--- src/rtl/xcfe_pkg.sv ---
// ----------------------------------------------------------------------------
// xcfe_pkg
// Types, constants and command/status bundles of the frame extractor.
// ----------------------------------------------------------------------------
package xcfe_pkg;

    localparam int BUF_DEPTH  = 64;
    localparam int ADDR_W     = $clog2(BUF_DEPTH);
    localparam int CNT_W      = ADDR_W + 1;
    localparam int OVERHEAD   = 6;
    localparam int CFG_IDX_W  = 3;
    localparam int CFG_DATA_W = 8;

    localparam logic [7:0]       RST_START_BYTE = 8'd170;
    localparam logic [7:0]       RST_END_BYTE   = 8'd85;
    localparam logic [6:0]       RST_MIN_LEN    = 7'd6;
    localparam logic [6:0]       RST_MAX_LEN    = 7'd64;
    localparam logic [7:0]       RST_POLL_LIMIT = 8'd250;

    localparam logic [0:0] OP_APPEND = 1'b0;
    localparam logic [0:0] OP_POLL   = 1'b1;

    typedef enum logic [CFG_IDX_W-1:0] {
        CFG_START_BYTE = 3'd0,
        CFG_END_BYTE   = 3'd1,
        CFG_MIN_LEN    = 3'd2,
        CFG_MAX_LEN    = 3'd3,
        CFG_POLL_LIMIT = 3'd4
    } t_cfg_idx;

    typedef struct packed {
        logic [0:0] op;
        logic [7:0] data_byte;
    } t_in_item;

    typedef struct packed {
        logic [7:0] payload_byte;
        logic       last_of_frame;
        logic       empty_payload;
        logic [6:0] frame_length;
    } t_out_item;

    typedef enum logic [3:0] {
        ST_IDLE,
        ST_CHECK,
        ST_HDR,
        ST_HDR_WAIT,
        ST_EVAL,
        ST_SUM,
        ST_CK,
        ST_CE,
        ST_PAY
    } t_state;

    typedef struct packed {
        logic append;
        logic off_clr;
        logic off_four;
        logic rd;
        logic hdr_cap;
        logic sum_clr;
        logic sum_acc;
        logic ck_cap;
        logic drop_one;
        logic drop_len;
        logic stall_inc;
        logic emit;
        logic emit_last;
        logic emit_empty;
    } t_cmd;

    typedef struct packed {
        logic cnt_ge_lo;
        logic hdr_ok;
        logic frame_short;
        logic stall_hit;
        logic at_trailer;
        logic frame_ok;
        logic len_is_min;
    } t_status;

endpackage

--- src/rtl/xor_checked_frame_extractor.sv ---
// ----------------------------------------------------------------------------
// xor_checked_frame_extractor
// Length-prefixed frame deframer with XOR checksum over a 64-byte ring buffer.
// ----------------------------------------------------------------------------
// An append is taken in its accept cycle and never raises busy. A poll holds busy
// while it steps through each candidate start (check, header fetch, length test), plus one
// closing check unless it ends on a stalled frame; a complete frame of length L adds
// the checksum and trailer steps and, with a payload, emits its bytes one byte a cycle.
// Header, checksum, trailer and payload bytes all go through the single read port.
// Results cannot be stalled; synchronous active-low reset empties the buffer.
module xor_checked_frame_extractor (
    input  logic                                i_clk,
    input  logic                                i_rst_n,
    input  logic                                start,
    output logic                                busy,
    input  xcfe_pkg::t_in_item                  i_item,
    output logic                                o_valid,
    output xcfe_pkg::t_out_item                 o_res,
    input  logic                                i_cfg_we,
    input  logic [xcfe_pkg::CFG_IDX_W-1:0]      i_cfg_idx,
    input  logic [xcfe_pkg::CFG_DATA_W-1:0]     i_cfg_data
);
    import xcfe_pkg::*;

    t_cmd    cmd;
    t_status status;
    logic    ctrl_busy;

    xcfe_ctrl u_ctrl (
        .i_clk    (i_clk),
        .i_rst_n  (i_rst_n),
        .i_start  (start),
        .i_op     (i_item.op[0]),
        .i_status (status),
        .o_cmd    (cmd),
        .o_busy   (ctrl_busy)
    );

    xcfe_dp u_dp (
        .i_clk       (i_clk),
        .i_rst_n     (i_rst_n),
        .i_cmd       (cmd),
        .i_data_byte (i_item.data_byte),
        .i_cfg_we    (i_cfg_we),
        .i_cfg_idx   (i_cfg_idx),
        .i_cfg_data  (i_cfg_data),
        .o_status    (status),
        .o_valid     (o_valid),
        .o_res       (o_res)
    );

    assign busy = ctrl_busy;

endmodule

--- src/rtl/xcfe_ctrl.sv ---
// ----------------------------------------------------------------------------
// xcfe_ctrl
// Scan sequencer: walks header, checksum, trailer and payload of each frame.
// ----------------------------------------------------------------------------
module xcfe_ctrl (
    input  logic              i_clk,
    input  logic              i_rst_n,
    input  logic              i_start,
    input  logic              i_op,
    input  xcfe_pkg::t_status i_status,
    output xcfe_pkg::t_cmd    o_cmd,
    output logic              o_busy
);
    import xcfe_pkg::*;

    t_state r_state, n_state;

    always_ff @(posedge i_clk) begin
        if (!i_rst_n) begin
            r_state <= ST_IDLE;
        end else begin
            r_state <= n_state;
        end
    end

    always_comb begin
        n_state = r_state;
        unique case (r_state)
            ST_IDLE: begin
                if (i_start && i_op == OP_POLL) n_state = ST_CHECK;
            end
            ST_CHECK: begin
                n_state = i_status.cnt_ge_lo ? ST_HDR : ST_IDLE;
            end
            ST_HDR: begin
                if (i_status.at_trailer) n_state = ST_HDR_WAIT;
            end
            ST_HDR_WAIT: n_state = ST_EVAL;
            ST_EVAL: begin
                if (!i_status.hdr_ok) n_state = ST_CHECK;
                else if (!i_status.frame_short) n_state = ST_SUM;
                else if (i_status.stall_hit) n_state = ST_IDLE;
                else n_state = ST_CHECK;
            end
            ST_SUM: begin
                if (i_status.at_trailer) n_state = ST_CK;
            end
            ST_CK: n_state = ST_CE;
            ST_CE: begin
                if (i_status.frame_ok && !i_status.len_is_min) n_state = ST_PAY;
                else n_state = ST_CHECK;
            end
            ST_PAY: begin
                if (i_status.at_trailer) n_state = ST_CHECK;
            end
            default: n_state = ST_IDLE;
        endcase
    end

    always_comb begin
        o_cmd = '0;
        unique case (r_state)
            ST_IDLE: begin
                o_cmd.append = i_start && i_op == OP_APPEND;
            end
            ST_CHECK: begin
                o_cmd.off_clr = 1'b1;
            end
            ST_HDR: begin
                // In this state at_trailer flags the last header offset.
                o_cmd.rd      = 1'b1;
                o_cmd.hdr_cap = 1'b1;
            end
            ST_HDR_WAIT: begin
                o_cmd.hdr_cap = 1'b1;
            end
            ST_EVAL: begin
                o_cmd.off_clr = 1'b1;
                o_cmd.sum_clr = 1'b1;
                if (!i_status.hdr_ok) begin
                    o_cmd.drop_one = 1'b1;
                end else if (i_status.frame_short) begin
                    if (i_status.stall_hit) o_cmd.stall_inc = 1'b1;
                    else o_cmd.drop_one = 1'b1;
                end
            end
            ST_SUM: begin
                o_cmd.rd      = 1'b1;
                o_cmd.sum_acc = 1'b1;
            end
            ST_CK: begin
                o_cmd.rd     = 1'b1;
                o_cmd.ck_cap = 1'b1;
            end
            ST_CE: begin
                o_cmd.off_four = 1'b1;
                if (!i_status.frame_ok) begin
                    o_cmd.drop_one = 1'b1;
                end else if (i_status.len_is_min) begin
                    o_cmd.emit_empty = 1'b1;
                    o_cmd.drop_len   = 1'b1;
                end
            end
            ST_PAY: begin
                o_cmd.emit = 1'b1;
                if (i_status.at_trailer) begin
                    o_cmd.emit_last = 1'b1;
                    o_cmd.drop_len  = 1'b1;
                end else begin
                    o_cmd.rd = 1'b1;
                end
            end
            default: o_cmd = '0;
        endcase
    end

    assign o_busy = (r_state != ST_IDLE);

endmodule

--- src/rtl/xcfe_dp.sv ---
// ----------------------------------------------------------------------------
// xcfe_dp
// Ring buffer, pointers, configuration, checksum and result register.
// ----------------------------------------------------------------------------
module xcfe_dp (
    input  logic                                i_clk,
    input  logic                                i_rst_n,
    input  xcfe_pkg::t_cmd                      i_cmd,
    input  logic [7:0]                          i_data_byte,
    input  logic                                i_cfg_we,
    input  logic [xcfe_pkg::CFG_IDX_W-1:0]      i_cfg_idx,
    input  logic [xcfe_pkg::CFG_DATA_W-1:0]     i_cfg_data,
    output xcfe_pkg::t_status                   o_status,
    output logic                                o_valid,
    output xcfe_pkg::t_out_item                 o_res
);
    import xcfe_pkg::*;

    logic [7:0]        r_mem [BUF_DEPTH];
    logic [7:0]        r_rdata;
    logic              r_dv;
    logic [ADDR_W-1:0] r_rp;
    logic [CNT_W-1:0]  r_cnt;
    logic [7:0]        r_stall;
    logic [CNT_W-1:0]  r_off;
    logic [7:0]        r_b0, r_b2, r_b3, r_sum;
    logic              r_ckok;
    logic [6:0]        r_len;
    logic [7:0]        r_start, r_end, r_limit;
    logic [6:0]        r_min, r_max;
    logic              r_valid;
    t_out_item         r_res;

    logic [6:0]        lo, hi;
    logic [16:0]       len_full;
    logic [ADDR_W-1:0] raddr, waddr;
    logic [7:0]        stall_nx;
    logic [CNT_W-1:0]  trail_off;

    assign lo        = (r_min < 7'(OVERHEAD)) ? 7'(OVERHEAD) : r_min;
    assign hi        = (r_max > 7'(BUF_DEPTH)) ? 7'(BUF_DEPTH) : r_max;
    assign len_full  = {1'b0, r_b2, r_b3} + 17'(OVERHEAD);
    assign raddr     = r_rp + r_off[ADDR_W-1:0];
    assign waddr     = r_rp + r_cnt[ADDR_W-1:0];
    assign stall_nx  = r_stall + 8'd1;
    assign trail_off = CNT_W'(r_len) - CNT_W'(2);

    always_comb begin
        o_status.cnt_ge_lo   = 7'(r_cnt) >= lo;
        o_status.hdr_ok      = r_b0 == r_start && len_full >= 17'(lo)
                               && len_full <= 17'(hi);
        o_status.frame_short = 17'(r_cnt) < len_full;
        o_status.stall_hit   = stall_nx < r_limit;
        // During the header fetch this marks offset 3, otherwise the checksum byte.
        o_status.at_trailer  = (i_cmd.hdr_cap) ? (r_off == CNT_W'(3))
                                               : (r_off == trail_off);
        o_status.frame_ok    = r_ckok && r_rdata == r_end;
        o_status.len_is_min  = r_len == 7'(OVERHEAD);
    end

    always_ff @(posedge i_clk) begin
        if (i_cmd.append && r_cnt < CNT_W'(BUF_DEPTH)) begin
            r_mem[waddr] <= i_data_byte;
        end
        r_rdata <= r_mem[raddr];
    end

    always_ff @(posedge i_clk) begin
        if (!i_rst_n) begin
            r_rp    <= '0;
            r_cnt   <= '0;
            r_stall <= '0;
            r_dv    <= 1'b0;
            r_valid <= 1'b0;
            r_start <= RST_START_BYTE;
            r_end   <= RST_END_BYTE;
            r_min   <= RST_MIN_LEN;
            r_max   <= RST_MAX_LEN;
            r_limit <= RST_POLL_LIMIT;
        end else begin
            r_dv    <= i_cmd.rd;
            r_valid <= (i_cmd.emit && r_dv) || i_cmd.emit_empty;
            if (i_cfg_we) begin
                unique case (i_cfg_idx)
                    CFG_START_BYTE: r_start <= i_cfg_data;
                    CFG_END_BYTE:   r_end   <= i_cfg_data;
                    CFG_MIN_LEN:    r_min   <= i_cfg_data[6:0];
                    CFG_MAX_LEN:    r_max   <= i_cfg_data[6:0];
                    CFG_POLL_LIMIT: r_limit <= i_cfg_data;
                    default: ;
                endcase
            end
            if (i_cmd.append && r_cnt < CNT_W'(BUF_DEPTH)) begin
                r_cnt <= r_cnt + CNT_W'(1);
            end else if (i_cmd.drop_one) begin
                r_rp    <= r_rp + ADDR_W'(1);
                r_cnt   <= r_cnt - CNT_W'(1);
                r_stall <= '0;
            end else if (i_cmd.drop_len) begin
                r_rp    <= r_rp + r_len[ADDR_W-1:0];
                r_cnt   <= r_cnt - CNT_W'(r_len);
                r_stall <= '0;
            end else if (i_cmd.stall_inc) begin
                r_stall <= stall_nx;
            end
        end
    end

    always_ff @(posedge i_clk) begin
        if (i_cmd.off_clr) begin
            r_off <= '0;
        end else if (i_cmd.off_four) begin
            r_off <= CNT_W'(4);
        end else if (i_cmd.rd) begin
            r_off <= r_off + CNT_W'(1);
        end
        // Read data comes from a registered read, so the offset is one ahead of r_rdata.
        if (i_cmd.hdr_cap && r_dv) begin
            if (r_off == CNT_W'(1)) r_b0 <= r_rdata;
            if (r_off == CNT_W'(3)) r_b2 <= r_rdata;
            if (r_off == CNT_W'(4)) r_b3 <= r_rdata;
        end
        if (i_cmd.sum_clr) begin
            r_sum <= '0;
            r_len <= len_full[6:0];
        end else if (i_cmd.sum_acc && r_dv) begin
            r_sum <= r_sum ^ r_rdata;
        end
        if (i_cmd.ck_cap) begin
            r_ckok <= r_rdata == r_sum;
        end
        r_res.payload_byte  <= i_cmd.emit_empty ? 8'd0 : r_rdata;
        r_res.last_of_frame <= i_cmd.emit_empty || i_cmd.emit_last;
        r_res.empty_payload <= i_cmd.emit_empty;
        r_res.frame_length  <= r_len;
    end

    assign o_valid = r_valid;
    assign o_res   = r_res;

endmodule

--- config.mk ---
export PLATFORM = sky130hd
export DESIGN_NAME = xor_checked_frame_extractor
export DESIGN_NICKNAME = d
export VERILOG_FILES = /design/src/rtl/xcfe_pkg.sv /design/src/rtl/xor_checked_frame_extractor.sv /design/src/rtl/xcfe_ctrl.sv /design/src/rtl/xcfe_dp.sv
export SDC_FILE = /design/constraint.sdc
export NUM_CORES = 1
export LEC_CHECK = 0
export ABC_AREA = 1
export BUFFER_PORTS_ARGS = -buffer_cell sky130_fd_sc_hd__clkbuf_2
export CELL_PAD_IN_SITES_DETAIL_PLACEMENT = 1
export CELL_PAD_IN_SITES_GLOBAL_PLACEMENT = 2
export CORE_ASPECT_RATIO = 0.7
export CORE_UTILIZATION = 40
export CTS_CLUSTER_DIAMETER = 50
export DETAILED_ROUTE_END_ITERATION = 10
export PLACE_DENSITY = 0.77
export SLEW_MARGIN = 0
export SYNTH_ARGS = -nofsm -noshare
export SYNTH_HDL_FRONTEND = slang
export SYNTH_HIERARCHICAL = 1
export SYNTH_SLANG_ARGS = --single-unit
--- constraint.sdc ---
create_clock -name i_clk -period 4.5 [get_ports i_clk]
set_input_delay 0.675 -clock i_clk [delete_from_list [all_inputs] [get_ports i_clk]]
set_output_delay 0.675 -clock i_clk [all_outputs]
set_load 0.02 [all_outputs]
Yosys cells after proc, flatten, opt, wreduce, memory -nomap -nowiden
Memory sizes are Yosys's and may differ from the RTL's. A register that Yosys moved wholly into a read port is not among the register bits.
Cells that the tools add are included.
{"block": "classes", "add_sub_neg": 11, "order_cmp": 8, "eq_ne": 24, "mux": 49, "bitwise": 3, "n_reduce_logical": 35}
{"operator": "$pmux W4 S9", "n": 1}
{"operator": "$mux W7", "n": 5}
{"operator": "$mux W4", "n": 7}
{"operator": "$eq A8 B8 Y1", "n": 3}
{"operator": "$mux W1", "n": 24}
{"operator": "$mux W8", "n": 3}
{"operator": "$reduce_and A2 Y1", "n": 10}
{"operator": "$add A6 B6 Y6", "n": 3}
{"operator": "$add A16 B3 Y17 const B", "n": 1}
{"operator": "$ge A17 B7 Y1", "n": 1}
{"operator": "$le A17 B7 Y1", "n": 1}
{"operator": "$lt A7 B17 Y1", "n": 1}
{"operator": "$eq A4 B3 Y1 const B", "n": 4}
{"operator": "$add A7 B1 Y7 const B", "n": 2}
{"operator": "$eq A7 B3 Y1 const B", "n": 2}
{"operator": "$mux W6", "n": 2}
{"operator": "$logic_and A1 B1 Y1", "n": 10}
{"operator": "$add A8 B1 Y8 const B", "n": 1}
{"operator": "$eq A4 B2 Y1 const B", "n": 2}
{"operator": "$lt A8 B8 Y1", "n": 1}
{"operator": "$xor A8 B8 Y8", "n": 1}
{"operator": "$eq A7 B1 Y1 const B", "n": 1}
{"operator": "$eq A7 B2 Y1 const B", "n": 1}
{"operator": "$eq A7 B7 Y1", "n": 1}
{"operator": "other kinds (29)", "n": 42}
{"block": "word_totals", "reg_bits": 129, "mem_bits_rw": 512, "out_inout_bits": 19, "wordCells": 154, "mem_count": 1}
{"memory": "u_dp.r_mem", "words": 64, "width": 8, "rd": 1, "rd_clocked_by_memory_dff": 1, "write_ports": 1, "line": "xcfe_dp.sv:19", "text": "logic [7:0] r_mem [BUF_DEPTH];"}

Depth between registers and ports, before layout
{"block": "logic_depth", "ltp_word": 10, "depth_mapped": 35}

By module
The synthesis kept the hierarchy.
{"mod": "xcfe_dp", "n_inst": 1, "cells_per_inst": 2583, "area_each_um2": 28086.9}
{"mod": "xcfe_ctrl", "n_inst": 1, "cells_per_inst": 80, "area_each_um2": 419.2}

Worst setup path before layout
Ideal clock, no wire load.
{"block": "synth_path", "kind": "flip-flop to flip-flop", "startpoint": "register u_dp.r_b3[1]", "endpoint": "register u_dp.r_cnt[5]", "setup_time_ns": 0.114, "arrival_ns": 3.946, "t_required_ns": 4.386, "slack_ns": 0.441, "path_stages_with_launch": 33, "path_buffers": 1, "synth_period_minus_slack_ns": 4.059, "cell_sequence": "edfxtp_1 inv_1 ha_1 nor2_1 buf_4 xor2_1 ha_1 nand2_1 nor2_1 nand4_1 nor2_1 nand3_1 nand2_1 nand2_1 nor2_1 o21ai_0 nand2_1 o21ai_0 nor2_1 inv_1 ha_1 nand2_1 nand2_1 nor2_1 ha_1 a21oi_1 nand2_1 inv_1 o21ai_0 a21oi_1 nor2_1 o21bai_1 inv_1"}
{"element": "start: declaration", "line": "xcfe_dp.sv:26", "text": "logic [7:0] r_b0, r_b2, r_b3, r_sum;"}
{"element": "start signal: assignment", "line": "xcfe_dp.sv:121", "text": "if (r_off == CNT_W'(4)) r_b3 <= r_rdata;"}
{"element": "end signal: assignment", "line": "xcfe_dp.sv:94", "text": "r_cnt <= r_cnt + CNT_W'(1);"}
{"element": "end signal: assignment", "line": "xcfe_dp.sv:97", "text": "r_cnt <= r_cnt - CNT_W'(1);"}
{"element": "end signal: assignment", "line": "xcfe_dp.sv:101", "text": "r_cnt <= r_cnt - CNT_W'(r_len);"}
{"element": "end: declaration", "line": "xcfe_dp.sv:23", "text": "logic [CNT_W-1:0] r_cnt;"}

==> impl_metrics.ini <==
[status]
run_status = complete, no violations

[drt]
vias = 20500
dr.first_iter.drc_count = 1718
wl_per_cell_um = 22.5
drc = 0
routed_wirelength_mm = 84.6
route.detailed.vias_per_inst = 5.45
detail_route.first_pass.iterations = 5
detail-route-antenna-nets = 0

[min_path]
hold-path-endpoint = u_dp/r_start[7]
min_path_type = primary input to flip-flop
min_path_cells = 3
worstHoldStart = i_cfg_data[7]

[floorplan]
fp.coreArea_um2 = 70100
initial_utilization_pct = 40.6
fp.dieW_um = 321
floorplan.rows = 81
pin_count = 43
die_area_um2 = 72400
die-height_um = 225

[final_layout]
utilization_pct = 46.5
antennaDiodeCount = 0
areaGrowthSynthToFinish_pct = 14.5
post_route_cells_drive_above_1_share_pct = 12.2
final_net_count = 2837

[pwr]
power.density_nw_per_um2 = 458
vdd.ir_drop.worst_uv = 368
leakage_uw = 0.0118

[setup_path]
critPathMaxStageDelay_ns = 0.40
timing.setup.critical_path_class = flip-flop to flip-flop
worstReg2RegStart = u_dp/r_b3[2]
r2r_slack_ns = 0.25
critPathSlowestCell = sky130_fd_sc_hd__edfxtp_1
buf_inv_stages_crit_path = 7
worst-r2r-cell-count = 34
path_delay_family = simple AND/OR/NAND/NOR gates
critical_path_peak_fanout = 6
cp-start-kind = flip-flop
critical_path.endpoint_type = flip-flop
timing.critical_path.required_ns = 5.04
worst_r2r_endpoint = u_dp/r_cnt[6]
data_arrival_time_of_the_critical_path_ns = 4.79

[sta]
post-route-period-util_pct = 94.4
finalClockSkew_ns = 0.0234
max-slew-margin-rel_pct = 16.1
layout_min_cycle_time_ns = 4.25
setup_violations = 0
maxClockFrequency_mhz = 235
final-hold-violation-count = 0
report.final.slew_viol_count = 0
final_critical_path_setup_slack_ns = 0.251
worst-slew-pin-transition_ns = 1.26
setup_repair_after_global_routing_missed_its_margin = true

[placement]
portBuffers = 42
routabilityCongestion = 0.861
dp_hpwl_mm = 54.4
dp_slack_ns = -0.130

[grt]
grt_first_pass_wirelength_mm = 127
vias_in_the_first_global_route = 20600
antenna_found_initial = 2
groute.usage.overall_pct = 23.4
grt.overflow.total = 0
grt_start_max_net_pins = 167

[yosys]
synth_area_per_cell_um2 = 10.7
post_synth_num_cell_types = 54
synth-seq-cells = 649
syn-num-nets = 2753
syn-instance-count = 2663
synth.yosys.warnings = 6
synthFlopType = sky130_fd_sc_hd__edfxtp_1
edff_count_synth = 544
yosysSeqAreaShare_pct = 64.7
async_reset_ff_share_pct = 0
synth_area_um2 = 28500

[clock_network]
cts_buffer_depth = 3
cts_tree = done
worst_setup_hold_path_clk_slew_ns = 0.06
worst_skew_pair.late_latency_ns = 0.62
tritoncts.num_buffers = 70
numClockSinks = 649
library_cell_used_as_clock_root_buffer = sky130_fd_sc_hd__clkbuf_16
cts.htree.levels = 3
hold_fix_buffers_at_cts = 0

[run]
drv_cap = 0
[power breakdown]
part / internal [µW] / leakage, µW / switching, µW
sequential: 6640 / 0.00575 / 104
clock: 3330 / 0.00110 / 2390
combinational: 684 / 0.00497 / 1800
[area by class of cell]
type | instances | area, µm²
clock buffer | 92 | 1930
clock inverter | 35 | 324
fill | 7634 | 37500
inverter | 157 | 597
multi-input combinational | 1739 | 9230
sequential | 649 | 18400
tap | 954 | 1190
timing repair buffer | 130 | 928
[metrics by stage]
| stage | total power, µW | TNS (ns) | cells | area [µm²] | hold slack, ns |
|---|---|---|---|---|---|
| after floorplan | 8360 | 0 | 2663 | 28500 | 0.370 |
| after global placement | 9250 | 0 | 3617 | 30000 | 0.473 |
| after detailed placement | 9310 | -0.206 | 3617 | 30000 | 0.483 |
| after CTS | 15100 | 0 | 3744 | 32300 | 0.293 |
| after global routing | 15600 | -0.155 | 3756 | 32600 | 0.317 |
| final | 14900 | 0 | 3756 | 32600 | 0.335 |
[layer usage]
metal / track usage, % / vias up / wire (µm)
li1: - / 9489 / -
met1: 36.3 / 10400 / 42100
met2: 33.8 / 512 / 36000
met3: 4.48 / 96 / 5190
met4: 4.70 / 0 / 1340
met5: 0 / - / 0
[kinds of logic (layout without fill, tap and decap cells)]
| family | after synthesis | count (layout) | share of synthesized area [%] |
|---|---|---|---|
| AOI/OAI and AO/OA | 554 | 554 | 10.4 |
| xor gates and xnor gates | 47 | 47 | 1.60 |
| and+or+nand+nor | 1072 | 1072 | 16.2 |
| adders and majority gates | 66 | 66 | 3.00 |
| DFF | 649 | 649 | 64.7 |
| buffers and inverters | 275 | 414 | 4.13 |
[tightest hold or removal path: stages]
cell and delay [ns]:
sky130_fd_sc_hd__clkbuf_2 0.12, sky130_fd_sc_hd__nand2_1 0.06, sky130_fd_sc_hd__nand3_1 0.06
[layout by cell type (no fill, tap or decap), types with 23 or more instances in the layout]
cell / instances
sky130_fd_sc_hd__nand2_1: 347
sky130_fd_sc_hd__nand3_1: 147
sky130_fd_sc_hd__buf_4: 82
sky130_fd_sc_hd__inv_1: 142
sky130_fd_sc_hd__dfxtp_1: 104
sky130_fd_sc_hd__clkbuf_2: 42
sky130_fd_sc_hd__clkbuf_16: 74
sky130_fd_sc_hd__xnor2_1: 23
sky130_fd_sc_hd__o22ai_1: 65
sky130_fd_sc_hd__o21ai_0: 318
sky130_fd_sc_hd__ha_1: 53
sky130_fd_sc_hd__nor2_1: 478
sky130_fd_sc_hd__o21ai_1: 58
sky130_fd_sc_hd__a21oi_1: 64
sky130_fd_sc_hd__edfxtp_1: 544
[what timing repair did]
action,4_1_cts,5_1_grt
gates resized for setup,6,66
setup endpoints to repair,2,6
buffers inserted,0,12
pin swaps,2,41
[worst max path at each step]
stage,start,endpoint,slack [ns],cells past startpoint
after floorplan,u_dp/r_b3[1],u_dp/r_cnt[5],0.44,32
after global placement,u_dp/r_max[2],u_dp/r_cnt[6],0.03,34
after detailed placement,u_dp/r_b3[1],u_dp/r_cnt[6],-0.13,32
after CTS,u_dp/r_b3[1],u_dp/r_cnt[6],0.002,32
after global routing,u_dp/r_max[5],u_dp/r_cnt[6],-0.09,33
final,u_dp/r_b3[2],u_dp/r_cnt[6],0.25,34
[flip-flops by register name (all words and copies together), names as in the netlist, 4 cells and up]
register / count
u_ctrl/r_state: 4
u_dp/o_res: 17
u_dp/r_b0: 8
u_dp/r_b2: 8
u_dp/r_b3: 8
u_dp/r_cnt: 7
u_dp/r_end: 8
u_dp/r_len: 7
u_dp/r_limit: 8
u_dp/r_max: 7
u_dp/r_mem: 512
u_dp/r_min: 7
u_dp/r_off: 7
u_dp/r_rdata: 8
u_dp/r_rp: 6
u_dp/r_stall: 8
u_dp/r_start: 8
u_dp/r_sum: 8
[synthesized netlist by cell type (4+ instances only)]
cell type	number	area share, %
sky130_fd_sc_hd__edfxtp_1	544	57
sky130_fd_sc_hd__nor2_1	491	6.5
sky130_fd_sc_hd__nand2_1	354	4.7
sky130_fd_sc_hd__o21ai_0	323	5.7
sky130_fd_sc_hd__nand3_1	148	2.6
sky130_fd_sc_hd__inv_1	147	1.9
sky130_fd_sc_hd__dfxtp_1	105	7.4
sky130_fd_sc_hd__a21oi_1	70	1.2
sky130_fd_sc_hd__o22ai_1	65	1.4
sky130_fd_sc_hd__ha_1	62	2.7
sky130_fd_sc_hd__o21ai_1	55	0.97
sky130_fd_sc_hd__buf_2	43	0.75
sky130_fd_sc_hd__clkbuf_1	38	0.50
sky130_fd_sc_hd__xnor2_1	23	0.71
sky130_fd_sc_hd__xor2_1	21	0.65
sky130_fd_sc_hd__nor3_2	18	0.63
sky130_fd_sc_hd__o211ai_1	17	0.45
sky130_fd_sc_hd__nand4_1	16	0.35
sky130_fd_sc_hd__buf_4	14	0.37
sky130_fd_sc_hd__clkbuf_2	12	0.21
sky130_fd_sc_hd__inv_2	9	0.12
sky130_fd_sc_hd__buf_1	8	0.11
sky130_fd_sc_hd__nor4_1	8	0.18
sky130_fd_sc_hd__nor3_1	7	0.12
sky130_fd_sc_hd__nand3_4	6	0.37
sky130_fd_sc_hd__fa_1	4	0.28
sky130_fd_sc_hd__nand3b_1	4	0.11
sky130_fd_sc_hd__o21bai_1	4	0.11
(Power assumes the default switching activity.)
